$ cat src/rtl/core/wtrq_pkg.sv
// Package for the wavelet tree range query unit: constants, codes and shared types.
package wtrq_pkg;

  localparam int MaxElements = 1024;
  localparam int ValueBits   = 16;
  localparam int AddrBits    = $clog2(MaxElements);
  localparam int CountBits   = AddrBits + 1;

  typedef enum logic [2:0] {
    CMD_APPEND   = 3'd0,
    CMD_BUILD    = 3'd1,
    CMD_COUNT_EQ = 3'd2,
    CMD_KTH      = 3'd3,
    CMD_COUNT_LE = 3'd4,
    CMD_SWAP     = 3'd5
  } cmd_t;

  localparam logic CFG_RANGE_LOW  = 1'b0;
  localparam logic CFG_RANGE_HIGH = 1'b1;

  typedef struct packed {
    logic                 we;
    logic [AddrBits-1:0]  waddr;
    logic [ValueBits-1:0] wdata;
    logic                 re;
    logic [AddrBits-1:0]  raddr;
  } mem_req_t;

  typedef struct packed {
    logic                 valid;
    logic [ValueBits-1:0] answer;
    logic                 accepted;
  } res_t;

endpackage

$ cat src/rtl/core/wtrq_ctrl.sv
// Command sequencer: appends, build sweep, range scans, rank search and swaps.
module wtrq_ctrl (
  input  logic                            clk,
  input  logic                            rst_n,
  input  logic                            req_valid,
  output logic                            req_ready,
  input  logic [2:0]                      req_command,
  input  logic [wtrq_pkg::ValueBits-1:0]  req_element,
  input  logic [10:0]                     req_left,
  input  logic [10:0]                     req_right,
  input  logic [wtrq_pkg::ValueBits-1:0]  req_key,
  input  logic [wtrq_pkg::ValueBits-1:0]  range_lo,
  input  logic [wtrq_pkg::ValueBits-1:0]  range_hi,
  input  logic                            cfg_write,
  output wtrq_pkg::mem_req_t              mem_req,
  input  logic [wtrq_pkg::ValueBits-1:0]  mem_rdata,
  output wtrq_pkg::res_t                  res,
  input  logic                            res_ready
);

  localparam int AB = wtrq_pkg::AddrBits;
  localparam int CB = wtrq_pkg::CountBits;
  localparam int VB = wtrq_pkg::ValueBits;

  typedef enum logic [3:0] {
    S_IDLE  = 4'b0001,
    S_SCAN  = 4'b0010,
    S_SWAPW = 4'b0100,
    S_DONE  = 4'b1000
  } state_t;

  state_t         state_r, state_nxt;
  logic [2:0]     mode_r, mode_nxt;
  logic [VB-1:0]  key_r, key_nxt;
  logic [VB-1:0]  lo_r, lo_nxt, hi_r, hi_nxt;
  logic [VB-1:0]  thr_r, thr_nxt;
  logic [CB-1:0]  cnt_r, cnt_nxt;
  logic [VB-1:0]  a_r, a_nxt, b_r, b_nxt;
  logic [AB-1:0]  ptr_r, ptr_nxt, start_r, start_nxt, end_r, end_nxt;
  logic           issuing_r, issuing_nxt;
  logic           pend_r, pend_nxt, pend_last_r, pend_last_nxt;
  logic [AB-1:0]  pend_addr_r, pend_addr_nxt;
  logic [VB-1:0]  tmp_r, tmp_nxt;
  logic [CB-1:0]  elem_cnt_r, elem_cnt_nxt;
  logic           built_r, built_nxt;
  logic [VB-1:0]  ans_r, ans_nxt;
  logic           acc_r, acc_nxt;

  logic           bok;
  logic [10:0]    lm1, span;
  logic [VB-1:0]  eff_hi, clamped, m_new, a_new, b_new;
  logic [CB-1:0]  cnt_inc;
  logic           hit;

  assign req_ready = (state_r == S_IDLE);

  always_comb begin
    eff_hi = (range_hi < range_lo) ? range_lo : range_hi;
    lm1    = req_left - 11'd1;
    span   = req_right - req_left + 11'd1;
    bok    = (req_left != 11'd0) && (req_right <= 11'(elem_cnt_r))
             && (req_left <= req_right);
    clamped = (mem_rdata < lo_r) ? lo_r : ((mem_rdata > hi_r) ? hi_r : mem_rdata);
    hit = (mode_r == wtrq_pkg::CMD_COUNT_EQ) ? (mem_rdata == key_r)
                                             : (mem_rdata <= thr_r);
    cnt_inc = cnt_r + CB'(hit);
    a_new = a_r;
    b_new = b_r;
    if (VB'(cnt_inc) >= key_r) begin
      b_new = thr_r;
    end else begin
      a_new = thr_r + VB'(1);
    end
    m_new = a_new + ((b_new - a_new) >> 1);
  end

  always_comb begin
    state_nxt     = state_r;
    mode_nxt      = mode_r;
    key_nxt       = key_r;
    lo_nxt        = lo_r;
    hi_nxt        = hi_r;
    thr_nxt       = thr_r;
    cnt_nxt       = cnt_r;
    a_nxt         = a_r;
    b_nxt         = b_r;
    ptr_nxt       = ptr_r;
    start_nxt     = start_r;
    end_nxt       = end_r;
    issuing_nxt   = issuing_r;
    pend_nxt      = 1'b0;
    pend_last_nxt = 1'b0;
    pend_addr_nxt = pend_addr_r;
    tmp_nxt       = tmp_r;
    elem_cnt_nxt  = elem_cnt_r;
    built_nxt     = cfg_write ? 1'b0 : built_r;
    ans_nxt       = ans_r;
    acc_nxt       = acc_r;
    mem_req       = '0;

    unique case (state_r)
      S_IDLE: begin
        if (req_valid) begin
          mode_nxt  = req_command;
          key_nxt   = req_key;
          lo_nxt    = range_lo;
          hi_nxt    = eff_hi;
          thr_nxt   = req_key;
          cnt_nxt   = '0;
          ans_nxt   = '0;
          acc_nxt   = 1'b0;
          state_nxt = S_DONE;
          start_nxt = lm1[AB-1:0];
          ptr_nxt   = lm1[AB-1:0];
          end_nxt   = AB'(req_right - 11'd1);
          if (req_command == wtrq_pkg::CMD_APPEND) begin
            if (elem_cnt_r < CB'(wtrq_pkg::MaxElements)) begin
              mem_req.we    = 1'b1;
              mem_req.waddr = elem_cnt_r[AB-1:0];
              mem_req.wdata = req_element;
              elem_cnt_nxt  = elem_cnt_r + CB'(1);
              built_nxt     = 1'b0;
              acc_nxt       = 1'b1;
            end
          end else if (req_command == wtrq_pkg::CMD_BUILD) begin
            built_nxt = 1'b1;
            acc_nxt   = 1'b1;
            if (elem_cnt_r != '0) begin
              start_nxt   = '0;
              ptr_nxt     = '0;
              end_nxt     = AB'(elem_cnt_r - CB'(1));
              issuing_nxt = 1'b1;
              state_nxt   = S_SCAN;
            end
          end else if (req_command <= wtrq_pkg::CMD_SWAP && built_r) begin
            acc_nxt = 1'b1;
            if (req_command == wtrq_pkg::CMD_COUNT_EQ) begin
              if (bok && req_key >= range_lo && req_key <= eff_hi) begin
                issuing_nxt = 1'b1;
                state_nxt   = S_SCAN;
              end
            end else if (req_command == wtrq_pkg::CMD_COUNT_LE) begin
              if (bok && req_key >= range_lo) begin
                issuing_nxt = 1'b1;
                state_nxt   = S_SCAN;
              end
            end else if (req_command == wtrq_pkg::CMD_KTH) begin
              if (bok && req_key != '0 && req_key <= VB'(span)) begin
                a_nxt = range_lo;
                b_nxt = eff_hi;
                if (range_lo == eff_hi) begin
                  ans_nxt = range_lo;
                end else begin
                  thr_nxt     = range_lo + ((eff_hi - range_lo) >> 1);
                  issuing_nxt = 1'b1;
                  state_nxt   = S_SCAN;
                end
              end
            end else begin
              if (req_left != 11'd0 && {1'b0, req_left} + 12'd1 <= {1'b0, elem_cnt_r}) begin
                end_nxt     = req_left[AB-1:0];
                issuing_nxt = 1'b1;
                state_nxt   = S_SCAN;
              end
            end
          end
        end
      end

      S_SCAN: begin
        if (issuing_r) begin
          mem_req.re    = 1'b1;
          mem_req.raddr = ptr_r;
          pend_nxt      = 1'b1;
          pend_last_nxt = (ptr_r == end_r);
          pend_addr_nxt = ptr_r;
          ptr_nxt       = ptr_r + AB'(1);
          if (ptr_r == end_r) begin
            issuing_nxt = 1'b0;
          end
        end
        if (pend_r) begin
          cnt_nxt = cnt_inc;
          if (mode_r == wtrq_pkg::CMD_BUILD) begin
            mem_req.we    = 1'b1;
            mem_req.waddr = pend_addr_r;
            mem_req.wdata = clamped;
          end else if (mode_r == wtrq_pkg::CMD_SWAP) begin
            if (!pend_last_r) begin
              tmp_nxt = mem_rdata;
            end else begin
              mem_req.we    = 1'b1;
              mem_req.waddr = start_r;
              mem_req.wdata = mem_rdata;
            end
          end
          if (pend_last_r) begin
            priority if (mode_r == wtrq_pkg::CMD_BUILD) begin
              state_nxt = S_DONE;
            end else if (mode_r == wtrq_pkg::CMD_SWAP) begin
              state_nxt = S_SWAPW;
            end else if (mode_r == wtrq_pkg::CMD_KTH) begin
              // One step of the value bisection per full pass over the range.
              a_nxt = a_new;
              b_nxt = b_new;
              if (a_new < b_new) begin
                thr_nxt     = m_new;
                cnt_nxt     = '0;
                ptr_nxt     = start_r;
                issuing_nxt = 1'b1;
              end else begin
                ans_nxt   = a_new;
                state_nxt = S_DONE;
              end
            end else begin
              ans_nxt   = VB'(cnt_inc);
              state_nxt = S_DONE;
            end
          end
        end
      end

      S_SWAPW: begin
        mem_req.we    = 1'b1;
        mem_req.waddr = end_r;
        mem_req.wdata = tmp_r;
        state_nxt     = S_DONE;
      end

      S_DONE: begin
        if (res_ready) begin
          state_nxt = S_IDLE;
        end
      end

      default: state_nxt = S_IDLE;
    endcase
  end

  assign res.valid    = (state_r == S_DONE);
  assign res.answer   = ans_r;
  assign res.accepted = acc_r;

  always_ff @(posedge clk) begin
    if (!rst_n) begin
      state_r     <= S_IDLE;
      issuing_r   <= 1'b0;
      pend_r      <= 1'b0;
      pend_last_r <= 1'b0;
      elem_cnt_r  <= '0;
      built_r     <= 1'b0;
    end else begin
      state_r     <= state_nxt;
      issuing_r   <= issuing_nxt;
      pend_r      <= pend_nxt;
      pend_last_r <= pend_last_nxt;
      elem_cnt_r  <= elem_cnt_nxt;
      built_r     <= built_nxt;
    end
  end

  always_ff @(posedge clk) begin
    mode_r      <= mode_nxt;
    key_r       <= key_nxt;
    lo_r        <= lo_nxt;
    hi_r        <= hi_nxt;
    thr_r       <= thr_nxt;
    cnt_r       <= cnt_nxt;
    a_r         <= a_nxt;
    b_r         <= b_nxt;
    ptr_r       <= ptr_nxt;
    start_r     <= start_nxt;
    end_r       <= end_nxt;
    pend_addr_r <= pend_addr_nxt;
    tmp_r       <= tmp_nxt;
    ans_r       <= ans_nxt;
    acc_r       <= acc_nxt;
  end

endmodule

$ cat config.mk
export PLATFORM = sky130hd
export DESIGN_NAME = wtrq_ctrl
export DESIGN_NICKNAME = d
export VERILOG_FILES = /design/src/rtl/core/wtrq_pkg.sv /design/src/rtl/core/wtrq_ctrl.sv
export SDC_FILE = /design/constraint.sdc
export NUM_CORES = 1
export LEC_CHECK = 0
export ABC_AREA = 1
export BUFFER_PORTS_ARGS = -buffer_cell sky130_fd_sc_hd__buf_2
export CAP_MARGIN = 10
export CORE_UTILIZATION = 50
export DETAILED_ROUTE_END_ITERATION = 8
export HOLD_SLACK_MARGIN = 0.15
export PLACE_DENSITY = 0.68
export REMOVE_ABC_BUFFERS = 1
export SLEW_MARGIN = 30
export SYNTH_ARGS = -nofsm -noshare
export SYNTH_HDL_FRONTEND = slang
export SYNTH_SLANG_ARGS = --single-unit
export TNS_END_PERCENT = 50
$ cat constraint.sdc
create_clock -name clk -period 24.2 [get_ports clk]
set_input_delay 1.21 -clock clk [delete_from_list [all_inputs] [get_ports clk]]
set_output_delay 1.21 -clock clk [all_outputs]
set_load 0.01 [all_outputs]
==> impl_results.md <==
* Commonest non-fill, non-tap cells in the layout: 429 x nand2_1, 336 x inv_1, 230 x ha_1
* Synth Area in XOR/XNOR at 5.18%
* Seq/Total Area, Yosys at 31.6%
* Mapped Cells at between 2000 and 2500
* CTS tree: yes
* Status: complete, no violations
* WP data required at between 20 and 25 ns
* Critical Path End Type: flip-flop
* WS Path Type: input port to flip-flop
* Leading area contributor after synthesis: edfxtp_1
* Starting Density at 50.8%
* Slowest stage cell on the critical path: o21ai_2
* Pwr Density at approximately 74 nW/um^2
* Vias per inst at 5.86
* Post-synthesis mux area share at 0.0538%
* Gp weighted congestion at 1.00
* Post-synth cell types at 68
* Final nets at 2853
* Maxcap violations at 0
* Clock skew at between 0.015 and 0.02 ns
* GRT overflow at 0
* Peak VDD IR at 0.0000670 V
* Synth Warn # at 0
* Pins Over Slew Limit at 0
* Via count at approximately 18000
* Commonest non-fill, non-tap cell in the layout: nand2_1
* Final min period at 8.14 ns
* Initial DRC Count at ~1400
* Crit Path Max Fanout at 34
* CTS sink cnt at 202
* Share of cells above drive strength 1 at about 12%
* CTS buffer count at 25
* Drt total wl at 66400 um
* Slew @ Worst Pin at about 1 ns
* Synthesis-stage register bit count at 202
* Netlist Area Pre-Place at 18600 sq um
* Antenna violations before repair at 3
* Unrepaired setup endpoints after global routing: false
* Htree depth at 1
* Die height at 195 um
* Synth top area cells: edfxtp_1 30%, ha_1 15%, nand2_1 8.7%
* ANT cells at 0
* Synth-to-layout area growth at 11.0%
* Setup Viol. Count Final at 0
* Post-synth top area share at 29.5%
* CTS Buffer Depth at 3
* Skew-Pair Late Insertion Delay at 0.55 ns
* Min setup slack post-route at 16.06 ns
* Largest family of logic cells by synthesized area: simple AND/OR/NAND/NOR gates
* Worst hold margin at 0.551 ns
* CTS Hold Bufs at 0
* Fin crit share at 33.6%
* Asr flop ratio synth at 0%
* Crit start category: input port
* Pin count of the biggest net entering global routing at 86
* Endpoints failing hold at 0
* Fmax at around 0.12 GHz
* Cell row count at 70
* Post-route ant nets at 0
* Syn avg cell area at between 7 and 8 sq um
* Total Neg Setup Slack at 0 ns
* First-pass GRT wire length at 99200 um
* Compound-gate portion of the synthesized area at 17.0%
* I/O pin count at ~170
* CP arrival at around 8.4 ns
* Post-Place Worst Slack at 15.60 ns
* Total core area at 36600 sq um
* Post-synthesis adder-cell area fraction at 16.1%
* Clock Pin Slew Worst Setup and Hold Paths at 0.06 ns
* Post-CTS sizing at 0
* Routed WL per cell at 22.2 um
* Final HPWL DP at 52800 um
* Synth Area in Simple Gates at between 20% and 30%
* IO buf count at 166
* Chip width at 195 um
* Critical path's largest stage delay at 0.60 ns
* Post-CTS setup buffers at 0
* # DRC at 0
* EDFF count, synth at 183
* Worst Hold Class: flip-flop to flip-flop
* Leak pwr at 0.00952 uW
* Number of global-route vias before repair at 16795
* Total track usage at 34.7%
* Dominant synthesized flop cell: edfxtp_1
* Rel. slew slack at around a third
* Reg2Reg Setup Slack at about 16 ns
* Pre-antenna DRT Iters at 5
* Clock Root Buffer: clkbuf_16
* Die area at 38000 sq um
## layer usage
layer,part of all wire [%],global-route usage (%)
met5,0.053,0
met4,5.9,18.3
met3,6.8,5.22
met2,47,59.2
met1,40,42.2
## stage by stage
step                      cells  area (sq um)  power [uW]  utilization [%]
after global routing       2991         20700        1640             56.4
after CTS                  2990         20600        1520             56.3
final                      2991         20700        1530             56.4
after floorplan            2301         18300         962                -
after detailed placement   2947         19900        1170             54.3
after global placement     2947         19900        1160             54.3
## final timing paths
path | from | to | depth (start not counted)
worst max-delay path | mem_rdata[1] | thr_r[15] | 44
worst min-delay path | ptr_r[7] | pend_addr_r[7] | 0
worst max register to register | thr_r[1] | thr_r[15] | 44
worst min register to register | ptr_r[7] | pend_addr_r[7] | 0
## sequential cells by signal (all words and copies together), names as in the netlist
signal       cells
key_r           16
pend_addr_r     10
built_r          1
cnt_r           11
thr_r           16
start_r         10
pend_r           1
a_r             16
hi_r            16
end_r           10
ptr_r           10
mode_r           3
pend_last_r      1
issuing_r        1
elem_cnt_r      11
acc_r            1
state_r          4
b_r             16
lo_r            16
ans_r           16
tmp_r           16
## cell type report
cell class	instances	area, sq um
Clock buffer	34	679
Timing Repair Buffer	179	952
Sequential cell	202	5880
Multi-Input combinational cell	1753	11200
Fill cell	3473	16000
Clock inverter	9	72.6
Inverter	346	1300
Tap cell	468	586
## synth_stat cells, types with 5 or more instances
cell type and count:
buf_2 7, inv_2 5, o41ai_1 15, nand3_2 8
o211ai_1 48, a21oi_2 8, o21ai_1 17, o21bai_1 21
or2_2 22, o22ai_1 16, a22oi_1 27, ha_1 230
a21oi_1 145, dfxtp_1 19, clkbuf_1 43, nand3_1 93
nor4_1 22, inv_1 337, nor3_1 49, o21ai_0 148
xnor2_1 18, nand3b_1 7, o21a_1 5, buf_1 8
nand4_1 42, o21ai_2 5, edfxtp_1 183, nand2_1 431
xor2_1 92, o221ai_1 16, nand2_2 23, fa_1 6
a211oi_1 8, nor2_1 175
## where the power goes
| part | leakage (uW) | internal (uW) | switching, uW |
|---|---|---|---|
| combinational | 0.00727 | 239 | 469 |
| clock | 0.000368 | 206 | 153 |
| sequential | 0.00187 | 439 | 28.0 |
## critical path: cells and delay by family
family	cells	cell delay, ns
AO/OA/AOI/OAI	11	2.11
AND/OR/NAND/NOR	17	1.86
buffers and inverters	8	1.06
adder cells (fa/ha/maj)	6	1.74
XOR/XNOR	2	0.36
## cells by family (layout without fill, tap and decap cells)
kind of cell             count (synthesis)  in the layout
XOR/XNOR                               110            110
adder cells (fa/ha/maj)                236            236
AND/OR/NAND/NOR                        894            894
AO/OA/AOI/OAI                          512            512
multiplexers                             1              1
flip-flops                             202            202
buffers and inverters                  409            568
Power figures use the tool's default switching activity.
